$ cat src/sv/gdfs_pkg.sv
`timescale 1ns / 1ps
package gdfs_pkg;

  localparam int CMP_W   = 12;
  localparam int EPOCH_W = 8;
  localparam int SIZE_W  = 8;
  localparam int COORD_W = 7;
  localparam int APB_AW  = 3;
  localparam int APB_DW  = 32;

  localparam logic [EPOCH_W-1:0] EPOCH_MAX = {EPOCH_W{1'b1}};

  typedef enum logic {
    CMD_START = 1'b0,
    CMD_NEXT  = 1'b1
  } cmd_e;

  typedef enum logic [1:0] {
    STAT_VISITED  = 2'd0,
    STAT_FINISHED = 2'd1,
    STAT_ERROR    = 2'd2
  } status_e;

  typedef enum logic [2:0] {
    DIR_UP    = 3'd0,
    DIR_DOWN  = 3'd1,
    DIR_LEFT  = 3'd2,
    DIR_RIGHT = 3'd3,
    DIR_DONE  = 3'd4,
    DIR_SELF  = 3'd5
  } dir_e;

  typedef enum logic [2:0] {
    S_CLEAR = 3'd0,
    S_IDLE  = 3'd1,
    S_START = 3'd2,
    S_PROBE = 3'd3,
    S_LOAD  = 3'd4,
    S_CHECK = 3'd5
  } state_e;

  typedef enum logic {
    REG_GRID_ROWS = 1'b0,
    REG_GRID_COLS = 1'b1
  } reg_idx_e;

  typedef struct packed {
    cmd_e               command;
    logic [COORD_W-1:0] source_row;
    logic [COORD_W-1:0] source_col;
  } in_item_t;

  typedef struct packed {
    logic [COORD_W-1:0] visit_row;
    logic [COORD_W-1:0] visit_col;
    status_e            status;
  } out_item_t;

  typedef struct packed {
    logic [SIZE_W-1:0] grid_rows;
    logic [SIZE_W-1:0] grid_cols;
  } cfg_t;

  typedef struct packed {
    logic             on_grid;
    logic [CMP_W-1:0] row;
    logic [CMP_W-1:0] col;
  } step_res_t;

  function automatic dir_e next_dir(input dir_e d);
    dir_e n;
    unique case (d)
      DIR_UP:    n = DIR_DOWN;
      DIR_DOWN:  n = DIR_LEFT;
      DIR_LEFT:  n = DIR_RIGHT;
      default:   n = DIR_DONE;
    endcase
    return n;
  endfunction

endpackage

$ cat src/sv/gdfs_cfg.sv
`timescale 1ns / 1ps
module gdfs_cfg
  import gdfs_pkg::*;
(
  input  logic              clk_i,
  input  logic              rst_ni,
  input  logic              psel,
  input  logic              penable,
  input  logic              pwrite,
  input  logic [APB_AW-1:0] paddr,
  input  logic [APB_DW-1:0] pwdata,
  output logic [APB_DW-1:0] prdata,
  output logic              pready,
  output cfg_t              cfg_o
);
  cfg_t     cfg_q, cfg_d;
  reg_idx_e idx;
  logic     wr_en;

  assign idx    = reg_idx_e'(paddr[2]);
  assign wr_en  = psel & penable & pwrite;
  assign pready = 1'b1;
  assign cfg_o  = cfg_q;

  always_comb begin
    cfg_d = cfg_q;
    if (wr_en) begin
      unique case (idx)
        REG_GRID_ROWS: cfg_d.grid_rows = pwdata[SIZE_W-1:0];
        REG_GRID_COLS: cfg_d.grid_cols = pwdata[SIZE_W-1:0];
      endcase
    end
  end

  always_comb begin
    unique case (idx)
      REG_GRID_ROWS: prdata = APB_DW'(cfg_q.grid_rows);
      REG_GRID_COLS: prdata = APB_DW'(cfg_q.grid_cols);
    endcase
  end

  always_ff @(posedge clk_i or negedge rst_ni) begin
    if (!rst_ni) begin
      cfg_q.grid_rows <= SIZE_W'(128);
      cfg_q.grid_cols <= SIZE_W'(128);
    end else begin
      cfg_q <= cfg_d;
    end
  end
endmodule

$ cat config.mk
export PLATFORM = sky130hd
export DESIGN_NAME = gdfs_cfg
export DESIGN_NICKNAME = d
export VERILOG_FILES = /design/src/sv/gdfs_pkg.sv /design/src/sv/gdfs_cfg.sv
export SDC_FILE = /design/constraint.sdc
export NUM_CORES = 1
export LEC_CHECK = 0
export ABC_AREA = 1
export BUFFER_PORTS_ARGS = -buffer_cell sky130_fd_sc_hd__buf_4
export CAP_MARGIN = 25
export CORE_ASPECT_RATIO = 0.9
export CORE_UTILIZATION = 40
export CTS_BUF_LIST = sky130_fd_sc_hd__clkbuf_4 sky130_fd_sc_hd__clkbuf_8
export DETAILED_ROUTE_END_ITERATION = 10
export PLACE_DENSITY_LB_ADDON = 0.3
export SLEW_MARGIN = 20
export SYNTH_ARGS = -nofsm -noshare
export SYNTH_HDL_FRONTEND = slang
export SYNTH_SLANG_ARGS = --single-unit
export TNS_END_PERCENT = 10
$ cat constraint.sdc
create_clock -name clk_i -period 1.5 [get_ports clk_i]
set_input_delay 0.075 -clock clk_i [delete_from_list [all_inputs] [get_ports clk_i]]
set_output_delay 0.075 -clock clk_i [all_outputs]
set_load 0.03 [all_outputs]
# Word-level counts from Yosys, hierarchy flattened
# Index checks and enable logic that the tools add are counted.
# totals
regBits	16
latchBits	0
ram_bits	0
rom_bits	0
inputBits	40
out_inout_bits	49
n_memories	0
# classes
add_sub_neg	0
n_mul	0
n_div	0
magnitude_cmp	0
eq_ne	0
shift	0
n_mux	1
bitwise	3
reduce_logical	2
# op_table
cell	count
$pmux 32 s2	1
$reduce_and 2->1	2
$and 1x1->1	2
$not 1->1	1

# Logic depth before layout (Yosys ltp)
# Gate-level depths: netlist (run 1).
# depth
word_depth	3
ltp_mapped	5

# Worst setup path before layout (run 1)
# Ideal clock, no wire load.
# synth_path
path_kind	register to output
from	register cfg_q (netlist bit cfg_o[7])
to	output prdata[7]
arrival_ns	0.903
t_required_ns	1.425
path_slack_ns	0.522
path_stages_with_launch	3
n_path_buf	0
path_cell_list	dfstp_2 -> nand2_1 -> nand2_1
# synth_between
elab_chain_len	1
# synth_rtl
item	line	text
start: declaration	gdfs_cfg.sv:16	cfg_t cfg_q, cfg_d;
start signal: assignment	gdfs_cfg.sv:47	cfg_q <= cfg_d;
$pmux 32 s2	gdfs_cfg.sv:36	unique case (idx)
end: declaration	gdfs_cfg.sv:12	output logic [APB_DW-1:0] prdata,
# Every way passes these cells. The select of a mux whose other input is x is not followed.

# Worst setup path in the final report (run 1)
# Same ends and word-level chain as after synthesis.

==> results of run 1 <==
[layout make-up]
class,instances,area share
Timing Repair Buffer,38,0.2426
Clock buffer,4,0.03059
Multi-Input combinational cell,101,0.3523
Tap cell,27,0.02848
Sequential cell,16,0.3397
Inverter,2,0.006329
[stage by stage]
step                      power (W)  cell area [um^2]  std cells
after floorplan            0.001085              1039        148
after global placement     0.001282              1140        183
after detailed placement   0.001292              1140        183
after CTS                  0.001583              1186        188
after global routing       0.001656              1186        188
final                      0.001567              1186        188
[worst max-delay path, delay by kind of cell, from the launching register on]
| family | cells | cell delay, ns |
|---|---|---|
| simple gates | 2 | 0.12 |
| flops | 1 | 0.56 |
| buf+inv | 1 | 0.15 |
[power groups by stage]
stage	registers, W	clock network (W)	logic (W)
global route	0.000598	0.000310	0.000747
detailed placement	0.000594	0	0.000699
CTS	0.000588	0.000295	0.000700
finish	0.000587	0.000286	0.000694
global placement	0.000591	0	0.000690
floorplan	0.000749	0	0.000336
[cells in the final DEF (no fill, tap or decap)]
cell type / netlist / final
clkbuf_8: 0 / 1
nand2_1: 57 / 57
nor2_4: 1 / 1
nand4_2: 1 / 1
clkbuf_4: 0 / 3
dfrtp_1: 14 / 14
nand3_1: 16 / 16
dlygate4sd3_1: 0 / 1
nand4_1: 1 / 1
buf_4: 26 / 37
inv_2: 2 / 2
dfstp_2: 2 / 2
conb_1: 2 / 25
[metal layers]
| metal | up-vias | GRT usage |
|---|---|---|
| li1 | 410 | - |
| met1 | 371 | 0.2290 |
| met2 | 40 | 0.2650 |
| met3 | 4 | 0.03115 |
| met4 | 0 | 0.09474 |
| met5 | - | 0 |
[worst min-delay path by stage]
| stage | from | slack, ns | end | cells after the start |
|---|---|---|---|---|
| final | pwdata[7] | 0.01 | cfg_o[7] | 3 |
| after global routing | pwdata[7] | 0.008 | cfg_o[15] | 3 |
| after CTS | pwdata[7] | 0.005 | cfg_o[7] | 3 |
| after detailed placement | rst_ni | -0.06 | cfg_o[5] | 1 |
| after global placement | rst_ni | -0.06 | cfg_o[5] | 1 |
| after floorplan | rst_ni | -0.22 | cfg_o[0] | 0 |
[repair_timing]
| action | in CTS | in global routing |
|---|---|---|
| hold buffers | 1 | 0 |
| hold endpoints to repair | 16 | 0 |
| setup buffers | 0 | 0 |
[kinds of logic (layout without fill, tap and decap cells)]
family        Yosys count  count (layout)  synth area share
other cells             2              25          0.007887
buf+inv                31              44            0.2286
simple gates           76              76            0.3404
flops                  16              16            0.4231
==> run summary, run 1 <==
status = complete, no violations
Reg area = 402.9 um^2
Syn Inst Count = 125
Critical Path Source = cfg_o[7]
Routed met3 length = 124 um
Clock Path Buffers = 2
Critical R2R Capture = cfg_o[7]
first-pass GRT wire length = 3015 um
CTS tree = done
setup TNS = 0 ns
Finished Core Util = 0.5386
Syn-to-layout area delta = 24.57%
die width = 53.43 um
Power Density = 1321 nW/um^2
Crit Reg-Reg Startpoint = cfg_o[7]
Post-synth EDFFs = 0
Netlist cell types = 11
number of top-level pins = 89
share of layout cells above drive strength 1 = 0.2919
dominant cells by area after synthesis = dfrtp_1 (37%), nand2_1 (22%), buf_4 (20%)
Synth top cells by count = nand2_1 (57), buf_4 (26), nand3_1 (16), dfrtp_1 (14), buf_2 (3)
metal2 WL = 965 um
Detail Route Antenna Nets = 0
DRC = 0
largest net degree at the start of global routing = 19
number of synthesis warnings = 0
R2R cell count = 2
Final Hold Viols = 0
power share of the clock group = 0.183
Worst Hold Class = input pin to flop
peak supply drop = 857.3 uV
Int Power = 0.0008911 W
number of flip-flops in the largest register = 16
iteration-0 DRC count of the detailed router = 6
antenna violations before repair = 0
die area = 2580 um^2
# H-tree levels = 1
top cell type's share of synthesized area = 0.3679
data arrival time of the critical path = 1.11 ns
RSZ-0062 raised after global routing = no
Most used DFF post-synth = dfrtp_1
top-count cell post-synth = nand2_1
Placement Setup Slack = 0.3549 ns
Sw Pwr = 0.0006762 W
core area = 2202 um^2
Setup CP Type = flop to primary output
Synth Cell Area = 952.2 um^2
CP Capture Point = prdata[7]
number of buffers created by CTS = 3
final setup fails = 0
Max FO, Critical Path = 3
total routed wirelength = 1922 um
Max Used Layer = met4
Vias/cell = 4.388
sequential share of power = 0.374
multi-input logic area = 417.9 um^2
clk_lat worst skew = 0.28 ns
Pins Over Slew Limit = 0
Nets = 202
Max Cap Violations = 0
clock skew = 0 ns
RePlAce Congestion = 0.6718
Worst-path clk slew = 0.09 ns
Pre-antenna DRT Iters = 4
CP Launch Type = flop
post-synth top area cell = dfrtp_1
Die Y = 48.29 um
IO Port Bufs = 37
gr ovfl total = 0
Comb pwr share = 0.443
R2R Setup Slk = 0.77 ns
post-layout min period = 1.189 ns
Async SR Flop Fraction = 1.000
Final WS setup = 0.3111 ns
CP dominant cell by count = nand2_1
vias in the first global route = 647
starting density of the core = 0.4324
DP HPWL = 1381 um
filler cell count = 218
fmax = 0.8411 GHz
TritonCTS Sinks = 16
Critical Path Max Stage Delay = 0.56 ns
ant diodes = 0
critical path data required time = 1.42 ns
met1 wire length = 796 um
Leak = 0.7070 nW
CP Capture Type = primary output
worst hold margin = 0.01370 ns
syn_area_per_cell = 7.617 um^2
Rows = 16
Yosys reg bits = 16
GRT Resource Usage Total = 0.1707
Tcrit/Tclk final = 0.7926
DR vias = 825
CTS resizes = 0
clock root buffer = clkbuf_4
CP Cell Sequence = nand2_1 > nand2_1 > buf_4
Sw Share = 0.4315
Critical Path Slowest Stage Cell = dfstp_2
post-DR wirelength/cell = 10.22 um
sequential area share after synthesis = 0.4231
No activity file was read; power rests on OpenSTA's default activity.
==> run 2: changes to the inputs <==
Settings changed: ABC_AREA 1 to 0, CORE_UTILIZATION 40 to 33.
Clock period 1.5 ns to 1 ns, I/O delays scaled along.
==> run summary, run 2 <==
TritonCTS Sinks = 16
design area = 1470 um^2
Int Power = 0.001825 W
Placement Setup Slack = 0.05352 ns
Critical Path Max Stage Delay = 0.41 ns
Adder-Cell Fraction of Synth Area = 0
Most used DFF post-synth = dfrtp_1
R2R Setup Slk = 0.02 ns
most frequent cells in the layout = buf_6 (28), conb_1 (25), buf_4 (23)
DR vias = 671
WHS Path Cells = 2
post-synth top area cell = dfrtp_1
Vias/cell = 4.247
Leak = 0.7481 nW
Sw Share = 0.3879
die width = 57.80 um
largest net degree at the start of global routing = 17
power share of the clock group = 0.123
CP Launch Type = flop
Setup CP Type = flop to primary output
xor/xnor cell area share of the yosys netlist = 0
Non-Filler Instances = 158
dominant cells by area after synthesis = dfrtp_1 (38%), mux2_2 (29%), buf_4 (20%)
failing checks = DRC, setup timing
Hold Path Sink = cfg_o[8]
syn_area_per_cell = 13.21 um^2
Pre-antenna DRT Iters = 7
Sw Pwr = 0.001157 W
Pins Over Slew Limit = 0
iteration-0 DRC count of the detailed router = 6
post-layout min period = 1.154 ns
vias in the first global route = 644
Post-synth EDFFs = 0
Detail Route Antenna Nets = 0
Crit Reg-Reg Startpoint = cfg_o[11]
number of buffers created by CTS = 3
post-DR wirelength/cell = 12.32 um
CP Capture Type = primary output
Worst Hold Class = input pin to flop
Final WS setup = -0.1543 ns
first-pass GRT wire length = 2967 um
Synth Area in Simple Gates = 0.04871
CTS tree = done
CP Cell Sequence = mux2_4 > buf_6
Max Used Layer = met4
DP HPWL = 1269 um
Die Y = 52.22 um
most common cell after layout, fill and taps aside = buf_6
Worst Hold Launch = pwdata[0]
Tcrit/Tclk final = 1.154
Synth top cells by count = buf_4 (25), mux2_2 (24), dfrtp_1 (14), conb_1 (2), dfstp_2 (2)
clock root buffer = clkbuf_4
Power Density = 2028 nW/um^2
share of layout cells above drive strength 1 = 0.6462
Nets = 171
clock skew = 0 ns
Placement Cell Area = 1145 um^2
starting density of the core = 0.3623
Max FO, Critical Path = 2
sequential area share after synthesis = 0.4357
# H-tree levels = 1
RePlAce Congestion = 0.5770
metal2 WL = 1020 um
Netlist cell types = 8
Crit path max-delay family = flip-flops
Rows = 17
Worst-path clk slew = 0.09 ns
gr ovfl total = 0
fmax = 0.8664 GHz
RSZ-0062 raised after global routing = yes
status = finished with violations
ant diodes = 0
multi-input logic area = 424.2 um^2
IO Port Bufs = 37
Synth Cell Area = 924.6 um^2
mux contribution to synthesized area = 0.2923
Syn-to-layout area delta = 59.00%
Async SR Flop Fraction = 1.000
met1 wire length = 807 um
die area = 3018 um^2
filler cell count = 216
share of the synthesized area in compound gates (AO/OA/AOI/OAI) = 0
CP Buf/Inv Count = 1
Max Cap Violations = 0
top cell type's share of synthesized area = 0.3789
number of top-level pins = 89
number of flip-flops in the largest register = 16
Final Hold Viols = 0
number of synthesis warnings = 0
Syn Inst Count = 70
Yosys reg bits = 16
clk_lat worst skew = 0.27 ns
data arrival time of the critical path = 1.10 ns
Critical R2R Capture = cfg_o[11]
top-count cell post-synth = buf_4
Critical Path Slowest Stage Cell = dfrtp_1
dpl cells = 133
final setup fails = 11
DRC = 4
GRT Resource Usage Total = 0.1346
Routed met3 length = 112 um
sequential share of power = 0.300
core area = 2552 um^2
main combinational cell family by area after synthesis = multiplexers
critical path data required time = 0.95 ns
R2R cell count = 3
antenna violations before repair = 0
peak supply drop = 947.7 uV
total routed wirelength = 1946 um
critical path depth = 2
Reg area = 402.9 um^2
Clock Path Buffers = 2
Comb pwr share = 0.577
-- run 2: cell count changes after synthesis, sizes merged --
cell    before  now
mux2         0   24
nand4b       0    1
inv          2    0
buf         29   26
nand3       16    0
nand2       57    0
nor2         1    0
nand4        2    1
-- run 2: kinds of logic after synthesis --
| family | after synthesis |
|---|---|
| buffers and inverters | 26 |
| DFF | 16 |
| and+or+nand+nor | 2 |
| muxes | 24 |
| other | 2 |
-- run 2: layer usage --
metal / global-route usage / vias to the layer above
met2: 0.2461 / 35
met3: 0.02469 / 2
met1: 0.1540 / 324
li1: - / 310
met4: 0.05952 / 0
met5: 0 / -
-- run 2: final cells by class --
cell class	instances	share of cell area
well taps	28	0.02383
clock buffers	4	0.02043
flip-flops and latches	16	0.2740
repair buffers	59	0.3932
multi-input cells	51	0.2885
-- run 2: through the flow --
| step | total power [W] | utilization | hold slack (ns) | setup TNS [ns] |
|---|---|---|---|---|
| floorplan | 0.001791 | - | -0.2456 | 0 |
| global placement | 0.002160 | 0.4485 | -0.07967 | 0 |
| detailed placement | 0.002181 | 0.4485 | -0.08127 | 0 |
| CTS | 0.002913 | 0.5505 | 0.001677 | -1.241 |
| global route | 0.003136 | 0.5760 | 0.0008114 | -1.968 |
| finish | 0.002981 | 0.5760 | 0.01432 | -1.231 |
-- run 2: how the worst max path moves through the flow --
stage | from | end | slack (ns)
3_3_place_gp | paddr[2] | cfg_o[10] | 0.05
3_5_place_dp | paddr[2] | cfg_o[10] | 0.05
2_1_floorplan | cfg_o[7] | prdata[7] | 0.06
4_1_cts | cfg_o[3] | prdata[3] | -0.16
6_report | cfg_o[14] | prdata[6] | -0.15
5_1_grt | cfg_o[1] | prdata[1] | -0.19
-- run 2: repair_timing --
action,4_1_cts,5_1_grt
gates resized for setup,22,10
hold buffers,5,2
hold endpoints to repair,24,2
buffers inserted,13,1
endpoints found under the setup margin,10,22
-- run 2: power groups by stage --
stage / clock network (W) / logic [W] / registers (W)
finish: 0.000367 / 0.00172 / 0.000896
global route: 0.000416 / 0.00181 / 0.000912
CTS: 0.000388 / 0.00164 / 0.000880
global placement: 0 / 0.00125 / 0.000911
floorplan: 0 / 0.000598 / 0.00119
detailed placement: 0 / 0.00126 / 0.000921
==> run 3: changes to the inputs <==
==> constraint.sdc (replaced) <==
create_clock -name clk_i -period 1 [get_ports clk_i]
set_input_delay 0.15 -clock clk_i [delete_from_list [all_inputs] [get_ports clk_i]]
set_output_delay 0.15 -clock clk_i [all_outputs]
set_load 0.03 [all_outputs]
==> run summary, run 3 (same netlist as run 2, synthesis figures left out) <==
vias in the first global route = 648
Top Usage Layer GRT = met2
Clock Path Buffers = 2
met1 Usage GRT = 0.1659
Syn-to-layout area delta = 51.42%
ant diodes = 0
Worst Hold Class = input pin to flop
share of layout cells above drive strength 1 = 0.6721
clock root buffer = clkbuf_4
Tcrit/Tclk final = 1.261
R2R cell count = 3
CTS tree = done
Finished Core Util = 0.5485
Die Y = 52.22 um
RSZ-0062 raised after global routing = yes
status = finished with violations
largest net degree at the start of global routing = 17
total routed wirelength = 1972 um
multi-input logic area = 427.9 um^2
most common cell after layout, fill and taps aside = buf_6
Power Density = 2162 nW/um^2
Non-Filler Instances = 150
M3 GR Usage = 0.02469
DRC = 3
critical path data required time = 0.85 ns
number of buffers created by CTS = 3
first-pass GRT wire length = 3084 um
Max Cap Violations = 0
die area = 3018 um^2
clk_lat worst skew = 0.28 ns
dpl cells = 132
Leak = 0.7187 nW
Detail Route Antenna Nets = 0
Pwr Total = 0.003027 W
filler cell count = 222
R2R Setup Slk = 0.02 ns
Pins Over Slew Limit = 0
Reg area = 402.9 um^2
starting density of the core = 0.3623
data arrival time of the critical path = 1.11 ns
# H-tree levels = 1
clock skew = 0 ns
GRT Resource Usage Total = 0.1398
Final Hold Viols = 0
Pre-antenna DRT Iters = 7
Nets = 163
iteration-0 DRC count of the detailed router = 5
routing usage on met2 = 0.2558
peak supply drop = 1228 uV
final setup fails = 22
core area = 2552 um^2
IO Port Bufs = 37
die width = 57.80 um
gr ovfl total = 0
worst hold margin = 0.1019 ns
setup TNS = -3.439 ns
Setup CP Type = flop to primary output
WHS Path Cells = 2
DR vias = 640
fmax = 0.7928 GHz
Max FO, Critical Path = 2
TritonCTS Sinks = 16
post-DR wirelength/cell = 13.15 um
CP Capture Type = primary output
Vias/cell = 4.267
number of flip-flops in the largest register = 16
most frequent cells in the layout = buf_6 (30), conb_1 (25), buf_4 (20)
Rows = 17
RePlAce Congestion = 0.6257
post-layout min period = 1.261 ns
antenna violations before repair = 0
CP Launch Type = flop
Worst-path clk slew = 0.10 ns
number of top-level pins = 89
failing checks = DRC, setup timing
Final WS setup = -0.2613 ns
==> run 3: critical path, stage by stage, from the launching register on <==
cell,delay (ns)
dfrtp_1,0.40
mux2_4,0.28
buf_6,0.14
==> run 3: path summary, 6_finish.rpt <==
| check | end | start |
|---|---|---|
| max in group asynchronous | cfg_o[15] | rst_ni |
| setup / recovery | prdata[6] | cfg_o[14] |
| min in group asynchronous | cfg_o[13] | rst_ni |
| hold reg to reg | cfg_o[2] | cfg_o[2] |
| setup reg to reg | cfg_o[12] | cfg_o[12] |
| hold / removal | cfg_o[14] | pwdata[6] |
==> run 3: stage by stage <==
| step | setup WS [ns] | instance area [um^2] |
|---|---|---|
| finish | -0.2613 | 1400 |
| global route | -0.2999 | 1400 |
| CTS | -0.2659 | 1359 |
| detailed placement | -0.07497 | 1129 |
| global placement | -0.08084 | 1129 |
| floorplan | -0.01197 | 1015 |
==> run 3: repair_timing <==
| action | CTS | global route |
|---|---|---|
| resized for setup | 25 | 9 |
| endpoints found under the setup margin | 24 | 24 |
| hold endpoints to repair | 16 | 0 |
| buffers inserted | 12 | 1 |
| hold buffers | 1 | 0 |
==> run 3: report_power, final <==
| group | switching [W] | leakage [nW] | internal (W) | total (W) |
|---|---|---|---|---|
| Clock | 0.000203 | 0.0210 | 0.000221 | 0.000425 |
| Combinational | 0.000874 | 0.509 | 0.000823 | 0.00170 |
| Sequential | 0.000102 | 0.189 | 0.000803 | 0.000905 |
==> run 3: routing by layer <==
| layer | wire [um] | vias up |
|---|---|---|
| met4 | 7 | 0 |
| met2 | 1026 | 36 |
| met5 | 0 | - |
| li1 | - | 292 |
| met1 | 818 | 310 |
| met3 | 119 | 2 |
==> run 3: layout make-up <==
cell class	count	share of cell area
tap	28	0.02502
timing repair buffer	51	0.3557
multi-input combinational	51	0.3056
clock buffer	4	0.02592
sequential	16	0.2878
