**src/sv/gdfs_pkg.sv**
```systemverilog
`timescale 1ns / 1ps
package gdfs_pkg;

  localparam int CMP_W   = 12;
  localparam int EPOCH_W = 8;
  localparam int SIZE_W  = 8;
  localparam int COORD_W = 7;
  localparam int APB_AW  = 3;
  localparam int APB_DW  = 32;

  localparam logic [EPOCH_W-1:0] EPOCH_MAX = {EPOCH_W{1'b1}};

  typedef enum logic {
    CMD_START = 1'b0,
    CMD_NEXT  = 1'b1
  } cmd_e;

  typedef enum logic [1:0] {
    STAT_VISITED  = 2'd0,
    STAT_FINISHED = 2'd1,
    STAT_ERROR    = 2'd2
  } status_e;

  typedef enum logic [2:0] {
    DIR_UP    = 3'd0,
    DIR_DOWN  = 3'd1,
    DIR_LEFT  = 3'd2,
    DIR_RIGHT = 3'd3,
    DIR_DONE  = 3'd4,
    DIR_SELF  = 3'd5
  } dir_e;

  typedef enum logic [2:0] {
    S_CLEAR = 3'd0,
    S_IDLE  = 3'd1,
    S_START = 3'd2,
    S_PROBE = 3'd3,
    S_LOAD  = 3'd4,
    S_CHECK = 3'd5
  } state_e;

  typedef enum logic {
    REG_GRID_ROWS = 1'b0,
    REG_GRID_COLS = 1'b1
  } reg_idx_e;

  typedef struct packed {
    cmd_e               command;
    logic [COORD_W-1:0] source_row;
    logic [COORD_W-1:0] source_col;
  } in_item_t;

  typedef struct packed {
    logic [COORD_W-1:0] visit_row;
    logic [COORD_W-1:0] visit_col;
    status_e            status;
  } out_item_t;

  typedef struct packed {
    logic [SIZE_W-1:0] grid_rows;
    logic [SIZE_W-1:0] grid_cols;
  } cfg_t;

  typedef struct packed {
    logic             on_grid;
    logic [CMP_W-1:0] row;
    logic [CMP_W-1:0] col;
  } step_res_t;

  function automatic dir_e next_dir(input dir_e d);
    dir_e n;
    unique case (d)
      DIR_UP:    n = DIR_DOWN;
      DIR_DOWN:  n = DIR_LEFT;
      DIR_LEFT:  n = DIR_RIGHT;
      default:   n = DIR_DONE;
    endcase
    return n;
  endfunction

endpackage

```
**src/sv/gdfs_step_unit.sv**
```systemverilog
`timescale 1ns / 1ps
module gdfs_step_unit
  import gdfs_pkg::*;
#(
  parameter int MAX_ROWS = 128,
  parameter int MAX_COLS = 128,
  parameter int ADDR_W   = 14
) (
  input  cfg_t              cfg_i,
  input  logic [CMP_W-1:0]  row_i,
  input  logic [CMP_W-1:0]  col_i,
  input  dir_e              dir_i,
  output step_res_t         res_o,
  output logic [ADDR_W-1:0] addr_o
);
  logic [CMP_W-1:0] rows_use, cols_use;
  logic [CMP_W-1:0] nrow, ncol;

  // size in use saturates at the grid limit
  assign rows_use = (CMP_W'(cfg_i.grid_rows) > CMP_W'(MAX_ROWS)) ?
                    CMP_W'(MAX_ROWS) : CMP_W'(cfg_i.grid_rows);
  assign cols_use = (CMP_W'(cfg_i.grid_cols) > CMP_W'(MAX_COLS)) ?
                    CMP_W'(MAX_COLS) : CMP_W'(cfg_i.grid_cols);

  // a step off the low edge wraps to a large value and fails the bound check
  always_comb begin
    nrow = row_i;
    ncol = col_i;
    unique case (dir_i)
      DIR_UP:    nrow = row_i - CMP_W'(1);
      DIR_DOWN:  nrow = row_i + CMP_W'(1);
      DIR_LEFT:  ncol = col_i - CMP_W'(1);
      DIR_RIGHT: ncol = col_i + CMP_W'(1);
      default: begin
        nrow = row_i;
        ncol = col_i;
      end
    endcase
  end

  assign res_o.on_grid = (nrow < rows_use) && (ncol < cols_use);
  assign res_o.row     = nrow;
  assign res_o.col     = ncol;
  assign addr_o        = ADDR_W'(nrow) * ADDR_W'(MAX_COLS) + ADDR_W'(ncol);
endmodule

```
**config.mk**
```make
export PLATFORM = sky130hd
export DESIGN_NAME = gdfs_step_unit
export DESIGN_NICKNAME = d
export VERILOG_FILES = /design/src/sv/gdfs_pkg.sv /design/src/sv/gdfs_step_unit.sv
export SDC_FILE = /design/constraint.sdc
export NUM_CORES = 1
export LEC_CHECK = 0
export ABC_CLOCK_PERIOD_IN_PS = 6000
export BUFFER_PORTS_ARGS = -buffer_cell sky130_fd_sc_hd__buf_2
export CAP_MARGIN = 20
export CORE_MARGIN = 2
export CORE_UTILIZATION = 53
export DETAILED_ROUTE_END_ITERATION = 7
export GPL_ROUTABILITY_DRIVEN = 0
export GPL_TIMING_DRIVEN = 1
export PLACE_DENSITY_LB_ADDON = 0.25
export SYNTH_ARGS = -nofsm -noshare
export SYNTH_HDL_FRONTEND = slang
export SYNTH_SLANG_ARGS = --single-unit
```
**constraint.sdc**
```tcl
create_clock -name vclk -period 6
set_input_delay 1.2 -clock vclk [all_inputs]
set_output_delay 1.2 -clock vclk [all_outputs]
set_load 0.03 [all_outputs]
```
# Word-level counts from Yosys, hierarchy flattened
# Cells that the tools add are included.
totals:
  ff_bits: 0
  inputBits: 43
  output_inout_bits: 39
  wordCells: 18
op_classes:
  addsub: 5
  magnitude_cmp: 4
  n_eq_ne: 3
  muxes: 4
  n_reduce_logical: 2
op_table:
  columns: ["op", "count"]
  rows:
  - ["$pmux W12 S2", 2]
  - ["$add A12 B1 Y12 const B", 2]
  - ["$lt A12 B8 Y1", 2]
  - ["$sub A12 B1 Y12 const B", 2]
  - ["$gt A8 B8 Y1 const B", 2]
  - ["$mux W8", 2]
  - ["$add A14 B12 Y14", 1]
  - ["$eq A3 B2 Y1 const B", 2]
  - ["$eq A3 B1 Y1 const B", 1]
  - ["$logic_not A3 Y1", 1]
  - ["$logic_and A1 B1 Y1", 1]

# Logic depth before layout (Yosys ltp)
# Gate-level depths: netlist of run 1.
depth:
  word_depth: 4
  mapped_depth: 17
  mapped_depth_nobuf: 16

# Worst setup path after synthesis of run 1
# OpenSTA, ideal clock, no wires.
synth_path:
  path_kind: "input-to-output"
  from: "input port dir_i[1]"
  to: "output port res_o[24] in the netlist's numbering"
  t_arrival_ps: 5454
  t_required_ps: 4800
  path_slack_ps: -654
  stages: 16
  cell_sequence: "buf_2 nor2b_1 buf_2 nand2_1 ha_1 a21oi_1 nand2_1 a31oi_1 xor2_1 o21ai_0 ha_1 a21o_1 a211oi_1 nand4b_1 or4_1 nor4_2"
synth_rtl:
  columns: ["item", "line", "rtl"]
  rows:
  - ["start, declared", "gdfs_step_unit.sv:12", "input dir_e dir_i,"]
  - ["end, declared", "gdfs_step_unit.sv:13", "output step_res_t res_o,"]

==> results of run 1 <==
-- report_power, final --
part           internal (mW)  total, mW  switching [mW]
logic                  0.145      0.382           0.237
registers                  0          0               0
clock network              0          0               0
-- worst min-delay path: stages --
cell and delay (ns):
sky130_fd_sc_hd__buf_2 0.09, sky130_fd_sc_hd__xnor2_1 0.12, sky130_fd_sc_hd__buf_2 0.20
-- timing repair --
item | in CTS | in global routing
resized for setup | 1 | 19
pin swaps | 0 | 7
setup endpoints to repair | 1 | 3
-- cell families after synthesis --
group	share of synthesized area [%]
buffers and inverters	7.84
XOR/XNOR	8.02
AND/OR/NAND/NOR	26.8
multiplexers	0.923
AO/OA/AOI/OAI	31.8
adder cells (fa/ha/maj)	24.6
-- synth_stat cells, types with 3 or more instances --
library cell	instances
sky130_fd_sc_hd__a211oi_1	7
sky130_fd_sc_hd__a21o_1	11
sky130_fd_sc_hd__a21oi_1	14
sky130_fd_sc_hd__a31oi_1	6
sky130_fd_sc_hd__and2_1	6
sky130_fd_sc_hd__and3_1	5
sky130_fd_sc_hd__buf_2	4
sky130_fd_sc_hd__buf_4	9
sky130_fd_sc_hd__clkbuf_1	3
sky130_fd_sc_hd__fa_1	3
sky130_fd_sc_hd__ha_1	37
sky130_fd_sc_hd__inv_1	17
sky130_fd_sc_hd__nand2_1	35
sky130_fd_sc_hd__nand2b_1	4
sky130_fd_sc_hd__nand3_1	5
sky130_fd_sc_hd__nand4_1	3
sky130_fd_sc_hd__nand4b_1	3
sky130_fd_sc_hd__nor2_1	14
sky130_fd_sc_hd__nor2b_1	3
sky130_fd_sc_hd__nor3_1	11
sky130_fd_sc_hd__o2111ai_1	4
sky130_fd_sc_hd__o211ai_1	4
sky130_fd_sc_hd__o21a_1	6
sky130_fd_sc_hd__o21ai_0	13
sky130_fd_sc_hd__o21ai_1	7
sky130_fd_sc_hd__o31ai_1	4
sky130_fd_sc_hd__or3_1	10
sky130_fd_sc_hd__xnor2_1	11
sky130_fd_sc_hd__xor2_1	7
-- routing by layer --
| metal | GRT usage (%) | routed length, um |
|---|---|---|
| met1 | 28.6 | 2460 |
| met2 | 54.6 | 3270 |
| met3 | 2.14 | 354 |
| met4 | 7.75 | 165 |
| met5 | 0 | 0 |
-- layout make-up --
type | instances | area (sq um) | share of cell area, %
Timing Repair Buffer | 91 | 490 | 17.8
Tap cell | 50 | 62.6 | 2.27
Inverter | 19 | 71.3 | 2.58
Multi-Input combinational cell | 267 | 2140 | 77.4
-- worst paths after layout --
| kind | end | slack, ns | cells after the start |
|---|---|---|---|
| setup / recovery | res_o[24] | 0.23 | 18 |
| hold / removal | res_o[23] | 2.82 | 3 |
-- stage by stage --
step	util, %	instances
after floorplan	-	302
final	69.5	427
after global placement	67.3	427
after CTS	67.4	427
after detailed placement	67.3	427
after global routing	69.5	427
==> summary by stage, run 1 <==
Outcome
The run finished with clean final reports.

Drt
The number of vias per cell after detailed routing is 5.97. The number of violations reported at the end of detailed-routing iteration 0 is 58. Dividing the detail-routed wire length by the instance count gives 14.7 um. The count of vias placed by the detailed router is 2548.

The post-route antenna net violation count is 0. The pre-antenna-repair detailed-routing pass consisted of 4 iterations. The routed wire length is 6260 um. The number of remaining DRC errors is 0.

Global routing
Global routing consumed, over all layers together, 26.8% of the routing resources. The number of antenna violations at the first check in global routing came to 0. The first global-routing pass estimated 10000 um of wire. The number of global-route vias before repair is 2446.

The largest net degree at the start of global routing is 24. Global routing finished with a remaining overflow of 0.

Run
Max-cap violations in this run came to 0.

Yosys
The gate count after technology mapping is 302. The number of nets produced by synthesis is 385. Ranked by total cell area, the synthesized netlist is headed by sky130_fd_sc_hd__ha_1 21%, sky130_fd_sc_hd__nand2_1 6.1%, sky130_fd_sc_hd__xnor2_1 4.4%. The number of distinct library cell variants in the gate-level netlist after synthesis is 55. The cell type with the highest aggregate area in the netlist is sky130_fd_sc_hd__ha_1.

The sequential-to-total area share from yosys stat is 0%. The mapped cell area is 2170 sq um. The count of yosys warnings during synthesis is 0. The top cell type by area accounts for 21.3% of the synthesized area.

A synthesized cell averages 7.18 sq um.

Timing
The actual slew at the worst max-slew pin is 0.858 ns. The worst pin sits at a relative slew slack of 42.8%. Once routing completed, OpenROAD measured the worst setup slack at 0.233 ns. The worst hold margin is 2.82 ns. The routed design could run at a clock period as short as 5.77 ns. The top achievable clock speed is 173 MHz. The number of hold violations in the final report is 0.

Setup total negative slack on the finished layout was measured at 0 ns. The final number of max-transition violations came to 0. Setup violations remaining at the end of the flow were counted as 0. The final clock period utilization by the worst path is 96.1%.

Setup path
The kind of end point of the critical path is an output pin. The cell with the largest stage delay on the worst path is sky130_fd_sc_hd__or4_4. The sum of buffers and inverters on the critical path is 3. The critical path launch point is dir_i[2]. The startpoint class of the critical path is an input pin. The arrival time of data at the critical path endpoint is 4.57 ns. The largest fanout of any net on the critical path is 11. Grouping stages by cell kind, the critical path spends the most delay in compound AO/OA/AOI/OAI gates. The critical path data required time is 4.80 ns. The worst setup path is of the in2out kind. The largest single stage delay on the critical path is 0.44 ns.

The critical path goes through buf_2 > buf_4 > nor2_2 > nand2_2 > ha_1 > a21o_1 > a21o_1 > a21oi_2 > a21oi_1 > a21oi_1 > xor2_1 > o21ai_1 > ha_2 > a211oi_2 > nand4b_1 > or4_4 > nor4_4 > buf_6.

Placement
Before CTS, the worst setup slack after placement is 0.0173 ns. Summing all placed instances gives a cell area of 2670 sq um. In this run the tool buffered the top-level ports with 82 buffer cells.

The total half-perimeter wirelength after legalization and detailed placement is 5300 um.

Floorplan
After floorplanning, the core was divided into 23 placement rows. The die covers 4620 sq um. The die is 68.0 um tall.

The effective utilization at floorplan is 54.6%. The placeable core region is 3970 sq um. The chip width is 68.0 um. The number of top-level pins is 82.

Hold path
The path type of the worst min-delay path is in2out. The startpoint of the lowest-slack hold path is row_i[11].

Final layout
In the finished layout, the clock tree contains a buffer count of 0. The design has 0 sequential cells. The sequential cells in the finished layout cover a total of 0 sq um. The repair_antennas step left the layout with diodes totalling 0.

The total number of nets in the final design is 462. From synthesis to final layout, the design area changed by 27.3%. The most common cell after layout, fill and taps aside is sky130_fd_sc_hd__buf_2.

The total non-filler cell area in the finished layout is 2760 sq um. Fill cells in the final layout number 369. Of the cells placed in the final design, the portion with a size suffix greater than 1 is 32.9%.

In the layout the commonest cells are 80 x sky130_fd_sc_hd__buf_2, 34 x sky130_fd_sc_hd__nand2_1, 32 x sky130_fd_sc_hd__ha_1.

Power
IR analysis of the VDD net gives a maximum drop of 0.0552 mV. The leakage power summed over all cells is 1.33 nW. The overall power is 0.382 mW. Power spread over the standard cell area amounts to 138 nW/um^2.

Clock network
The number of hold buffers added after CTS was 0. Post-CTS timing repair inserted 0 buffers for setup.
Note: power is estimated with default switching activity, not from simulation.
==> inputs of run 2 (changes only) <==
--- a/config.mk
+++ b/config.mk
@@ -9,7 +9,7 @@
 export BUFFER_PORTS_ARGS = -buffer_cell sky130_fd_sc_hd__buf_2
 export CAP_MARGIN = 20
 export CORE_MARGIN = 2
-export CORE_UTILIZATION = 53
+export CORE_UTILIZATION = 50
 export DETAILED_ROUTE_END_ITERATION = 7
 export GPL_ROUTABILITY_DRIVEN = 0
 export GPL_TIMING_DRIVEN = 1
==> run 2 against run 1 <==
Against the previous run: wire length rose by 2.0%; utilization down 2.8 points; combinational power barely moved; global-route usage shrank 0.64 points; flip-flop and latch count did not move; count of clock-buffer cells in the layout did not move; via count decreased by 0.39%; hold slack better by 0.017 ns; first-iteration DRC count increased by 53%; power decreased by 0.75%.
==> summary by stage, run 2 (synthesis gave the netlist of run 1 again) <==
Outcome
The run finished with clean final reports.

Final layout
The core occupancy in the finished layout is 66.7%. The library cell used most frequently in the layout, excluding fill and tap cells, is sky130_fd_sc_hd__buf_2. The number of antenna diodes is 0. The proportion of layout cells with a drive suffix above 1 is 31.0%. The number of fill cells is 366. In the layout the commonest cells are 80 x sky130_fd_sc_hd__buf_2, 35 x sky130_fd_sc_hd__ha_1, 33 x sky130_fd_sc_hd__nand2_1. Counting the clock-network buffers in the layout gives 0. The total number of nets in the final design is 462.

The area occupied by multi-input gates is 2110 sq um. The area occupied by registers is 0 sq um. Relative to the synthesized area, the layout overhead comes to 25.6%. There are 0 flip-flops and latches.

Setup path
Along the worst path, the maximum fanout reaches 11. The critical path goes through buf_2 > nor2b_2 > nand2_4 > ha_1 > a21oi_1 > nand2_1 > a31oi_1 > xor2_1 > o21ai_4 > ha_1 > a21o_1 > a211oi_1 > nand4b_1 > or4_4 > nor4_4 > buf_4. In this design, the stage delay of the slowest critical-path cell is 0.45 ns.

By startpoint and endpoint, the worst setup path is classified as in2out. The endpoint of the most critical setup path is res_o[24]. The most repeated library cell on the critical path is sky130_fd_sc_hd__ha_1.

The most critical setup path has its startpoint at dir_i[1]. The largest individual stage delay along the critical path comes from the cell sky130_fd_sc_hd__or4_4. STA puts the critical path data arrival time at 4.61 ns. Data on the critical path is required at its endpoint by 4.80 ns. STA classifies the critical path endpoint as an output pin. STA classifies the critical path startpoint as an input pin.

Power
In this run the power density over the cells is 139 nW/um^2. The switching power as a share of total power is 63.0%. The total internal power is 0.140 mW.

In this run, flip-flops and latches consume 0% of the power. The switching power is 0.239 mW. The highest ir drop seen on vdd is 0.0563 mV.

Combinational logic burns 100.0% of the power. The fraction of power consumed by the clock network is 0%. The leakage power summed over all cells is 1.33 nW.

Global routing
Entering global routing, the biggest net connects 24 pins. For met1 alone, demand over resource in global routing was 33.0%. The first-pass GRT wire length is 10900 um. The most congested layer reported by global routing is met2. Global routing used 50.2% of the available met2 tracks. Global routing used 26.1% of the available tracks. The sum of overflow across all layers after global routing is 0.

The number of global-route vias before repair is 2403. In the global route stage, met3 resource usage came out at 1.15%. The number of antenna violations at the first check in global routing is 0.

Placement
In this run the tool buffered the top-level ports with 82 buffer cells. Detailed placement finished with a half-perimeter wire length of 5360 um.

Timing
Setup repair after global routing left no endpoint under its margin. The top achievable clock speed is 172 MHz. The setup-violating endpoint count in the final report is 0. Dividing the final minimum period by the clock period gives 96.8%. The number of hold violations in the final report was 0. In this run the tightest slew margin relative to its limit is 43.7%. The actual slew at the worst max-slew pin is 0.844 ns.

The worst hold margin is 2.83 ns. The final number of max-transition violations came to 0. The clock period could shrink to 5.81 ns.

Hold path
The worst hold path belongs to the class in2out.

Drt
After the first detailed-routing iteration, the DRC count stood at 89. The number of remaining DRC errors is 0. Across all layers, the routed design uses 2538 vias.

The detail route stage leaves a number of antenna-violating nets equal to 0. The first detailed-routing pass ran for 4 iterations. The routed wire length is 6380 um.

The number of vias per cell after detailed routing is 5.94. The average detailed-routed wire length per instance is 14.9 um.

Floorplan
The vertical extent of the die is 69.9 um. In this run the count of I/O pins placed on the die edge is 82. For this configuration, the core starts out at a cell density of 53.1%. The placeable core region is 4090 sq um. The die is 69.9 um wide. The floorplan row count is 23. The full die area is 4880 sq um.

Run
Max-cap violations in this run came to 0.

Clock network
Buffers added to address setup during post-CTS repair amount to 0.
[run 2: how the worst min path moves through the flow]
stage                    from         to  cells after the start
CTS                 row_i[11]  res_o[23]                      3
finish               row_i[7]  res_o[19]                      4
global route        row_i[11]  res_o[23]                      3
floorplan            col_i[4]  addr_o[4]                      2
detailed placement  row_i[11]  res_o[23]                      3
global placement     col_i[4]  addr_o[4]                      4
[run 2: cell type report]
cell class         count  area share, %
multi-input cells    267           77.4
inverters             19           2.62
repair buffers        91           17.7
well taps             50           2.30
[run 2: metal layers]
layer	up-vias	part of all wire, %
met2	90	52
li1	1279	-
met3	6	5.8
met1	1163	42
met4	0	0.85
met5	-	0
[run 2: power groups by stage]
stage	Combinational, mW	Sequential, mW	Clock, mW
after floorplan	0.278	0	0
after global routing	0.413	0	0
after detailed placement	0.367	0	0
after global placement	0.361	0	0
final	0.379	0	0
after CTS	0.369	0	0
[run 2: timing repair]
action                     4_1_cts  5_1_grt
setup endpoints to repair        2        4
hold buffers                     0        0
pin swaps                        0        1
resized for setup                1       12
[run 2: worst max-delay path, delay by kind of cell]
family	cells	cell delay, ns
AND/OR/NAND/NOR	6	1.26
AO/OA/AOI/OAI	5	0.91
adder cells (fa/ha/maj)	2	0.70
buffers and inverters	2	0.28
XOR/XNOR	1	0.26
[run 2: through the flow]
step / instance area, sq um / TNS [ns] / total power, mW / cells / setup slack (ns)
floorplan: 2230 / -0.00984 / 0.278 / 302 / -0.00984
global placement: 2670 / 0 / 0.361 / 427 / 0.0686
global route: 2730 / 0 / 0.413 / 427 / 0.00285
finish: 2730 / 0 / 0.379 / 427 / 0.193
detailed placement: 2670 / -0.0786 / 0.367 / 427 / -0.0619
CTS: 2680 / 0 / 0.369 / 427 / 0.0656
==> inputs of run 3 (changes only) <==
--- a/config.mk
+++ b/config.mk
@@ -5,14 +5,14 @@
 export SDC_FILE = /design/constraint.sdc
 export NUM_CORES = 1
 export LEC_CHECK = 0
-export ABC_CLOCK_PERIOD_IN_PS = 6000
+export ABC_CLOCK_PERIOD_IN_PS = 7470
 export BUFFER_PORTS_ARGS = -buffer_cell sky130_fd_sc_hd__buf_2
 export CAP_MARGIN = 20
 export CORE_MARGIN = 2
 export CORE_UTILIZATION = 50
 export DETAILED_ROUTE_END_ITERATION = 7
 export GPL_ROUTABILITY_DRIVEN = 0
-export GPL_TIMING_DRIVEN = 1
+export GPL_TIMING_DRIVEN = 0
 export PLACE_DENSITY_LB_ADDON = 0.25
 export SYNTH_ARGS = -nofsm -noshare
 export SYNTH_HDL_FRONTEND = slang
==> constraint.sdc (replaced) <==
create_clock -name vclk -period 7.47
set_input_delay 1.494 -clock vclk [all_inputs]
set_output_delay 1.494 -clock vclk [all_outputs]
set_load 0.03 [all_outputs]
==> run 3 against run 2 <==
Against the previous run: global-route usage down 2.2 points; cell area down 2.8%; power down 24%; flip-flop and latch count unchanged; largest power group unchanged; largest cell class unchanged; count of clock-buffer cells in the layout unchanged; die area unchanged.
==> summary by stage, run 3 (synthesis gave the netlist of run 1 again) <==
Drt
After the first detailed-routing iteration, the DRC count stood at 103. The average detailed-routed wire length per instance is 13.8 um. The number of vias per cell after detailed routing is 5.79.

After detailed routing, the number of remaining DRC violations is 0. Once detail routing completed, the nets flagged for antenna violations numbered 0. The routed wire length is 6000 um. The routed layout has 2513 vias. The pre-antenna-repair detailed-routing pass consisted of 4 iterations.

Setup path
For the worst setup path, the data required time is 5.98 ns. Along the worst path, the maximum fanout reaches 11. The startpoint class of the critical path is an input pin.

The setup path with the least slack is of type in2out. The kind of end point of the critical path is an output pin. The arrival time of data at the critical path endpoint is 5.50 ns.

Global routing
Global routing consumed, on the met3 layer, 0.722% of the routing resources. The number of antenna violations at the first check in global routing was 0. Entering global routing, the biggest net connects 15 pins. The met1 usage in global routing is 30.4%. The met2 routing resource usage after global routing is 45.8%. The global router's overall resource usage is 24.0%.

The sum of overflow across all layers after global routing is 0. The first global-routing pass estimated 10100 um of wire. The global routing stage identified its most utilized layer as met2.

The number of global-route vias before repair is 2257.

Timing
The final number of max-transition violations was 0. Setup violations remaining at the end of the flow were counted as 0. The final clock period utilization by the worst path is 93.7%. The setup total negative slack is 0 ns.

The top achievable clock speed is 143 MHz. For the pin with the worst max-slew slack, the measured transition is 0.572 ns. The headroom to the max-slew limit is 61.5%. Setup repair after global routing left no endpoint under its margin. Across all hold checks on the routed design, the worst slack comes to 3.36 ns.

The number of hold violations in the final report was 0. The setup slack after layout is 0.474 ns. Subtracting the final worst setup slack from the clock period gives 7.00 ns.

Placement
At the placement stage, the worst setup path has a slack of 0.255 ns. The total half-perimeter wirelength after legalization and detailed placement is 5100 um. The count of buffers added on input and output ports is 82.

Final layout
The flip-flop and latch count is 0. The area occupied by registers is 0 sq um. In the final layout, the share of cells above drive strength 1 is 27.6%. The most common cell after layout, fill and taps aside is sky130_fd_sc_hd__buf_2. Cells fill 64.8% of the core in the end.

The area growth from synthesis to layout is 22.0%. The area occupied by multi-input gates is 2000 sq um. After filler insertion, the fill cell instance count of the layout stands at 411. Clock buffers in the final layout number 0.

The top cell types in the final layout, fill and taps aside, are 86 x sky130_fd_sc_hd__buf_2, 37 x sky130_fd_sc_hd__ha_1, 34 x sky130_fd_sc_hd__nand2_1. The net count of the finished layout is 469. 0 antenna diodes ended up in the layout.

Floorplan
The effective utilization at floorplan is 53.1%. The floorplan row count is 23. During I/O placement, the number of pins put on the boundary was 82. The floorplan step defined a core boundary enclosing 4090 sq um.

From left edge to right edge, the die measures 69.9 um. The full die area is 4880 sq um. The floorplan step set the die height to 69.9 um.

Hold path
The min-delay analysis places its worst path in the category in2out. In this run the most critical hold path is launched from row_i[11]. The count of cells along the worst hold path is 3. The worst hold path terminates at res_o[23].

Clock network
The number of gates resized after CTS was 0. The buffer count from post-CTS setup fixing is 0. Hold repair after CTS inserted 0 buffers.

Power
For this design the ratio of total power to cell area is 109 nW/um^2. IR analysis of the VDD net gives a maximum drop of 0.0465 mV. In this run the static leakage power is 1.33 nW.

The overall power is 0.289 mW.

Outcome
The run finished with clean final reports.

Run
Across the run, the number of max-cap violations was 0.
[run 3: cell types whose count changed in the layout (fill, tap and decap cells not counted), moves of 3 or more]
cell	change
sky130_fd_sc_hd__o21ai_2	-3
sky130_fd_sc_hd__clkbuf_1	+3
sky130_fd_sc_hd__o21ai_1	-3
sky130_fd_sc_hd__o21ai_0	+8
sky130_fd_sc_hd__buf_2	+6
[run 3: critical path, stage by stage]
cell and delay (ns):
sky130_fd_sc_hd__buf_2 0.11, sky130_fd_sc_hd__buf_4 0.15, sky130_fd_sc_hd__nor2_2 0.32, sky130_fd_sc_hd__nand2_1 0.37, sky130_fd_sc_hd__ha_1 0.40, sky130_fd_sc_hd__a21o_1 0.21
sky130_fd_sc_hd__a21o_1 0.21, sky130_fd_sc_hd__a21oi_1 0.22, sky130_fd_sc_hd__a21oi_1 0.11, sky130_fd_sc_hd__a21oi_1 0.18, sky130_fd_sc_hd__xor2_1 0.15, sky130_fd_sc_hd__o21ai_0 0.15
sky130_fd_sc_hd__ha_1 0.27, sky130_fd_sc_hd__a211oi_1 0.21, sky130_fd_sc_hd__nand4b_1 0.15, sky130_fd_sc_hd__or4_1 0.44, sky130_fd_sc_hd__nor4_2 0.13, sky130_fd_sc_hd__buf_2 0.23
[run 3: final cells by class]
type,count,share of cell area (%)
repair buffers,82,15.5
well taps,50,2.36
plain buffers,16,3.73
inverters,19,2.69
multi-input cells,267,75.7
[run 3: worst max-delay path by stage]
stage	from	to	slack, ns
6_report	dir_i[2]	res_o[24]	0.47
4_1_cts	dir_i[2]	res_o[24]	0.25
3_3_place_gp	dir_i[2]	res_o[24]	0.29
2_1_floorplan	dir_i[1]	res_o[24]	0.23
3_5_place_dp	dir_i[2]	res_o[24]	0.25
5_1_grt	dir_i[2]	res_o[24]	0.15
[run 3: routing by layer]
metal	vias to the layer above	wire, um
met1	1149	2640
met3	4	307
li1	1294	-
met5	-	0
met2	66	3010
met4	0	43
[run 3: where the power goes]
group	switching (mW)	internal (mW)	total [mW]
clock	0	0	0
sequential	0	0	0
combinational	0.181	0.108	0.289
[run 3: metrics by stage]
step / instances / area, sq um
global placement: 434 / 2640
global route: 434 / 2650
CTS: 434 / 2640
detailed placement: 434 / 2640
finish: 434 / 2650
floorplan: 302 / 2170
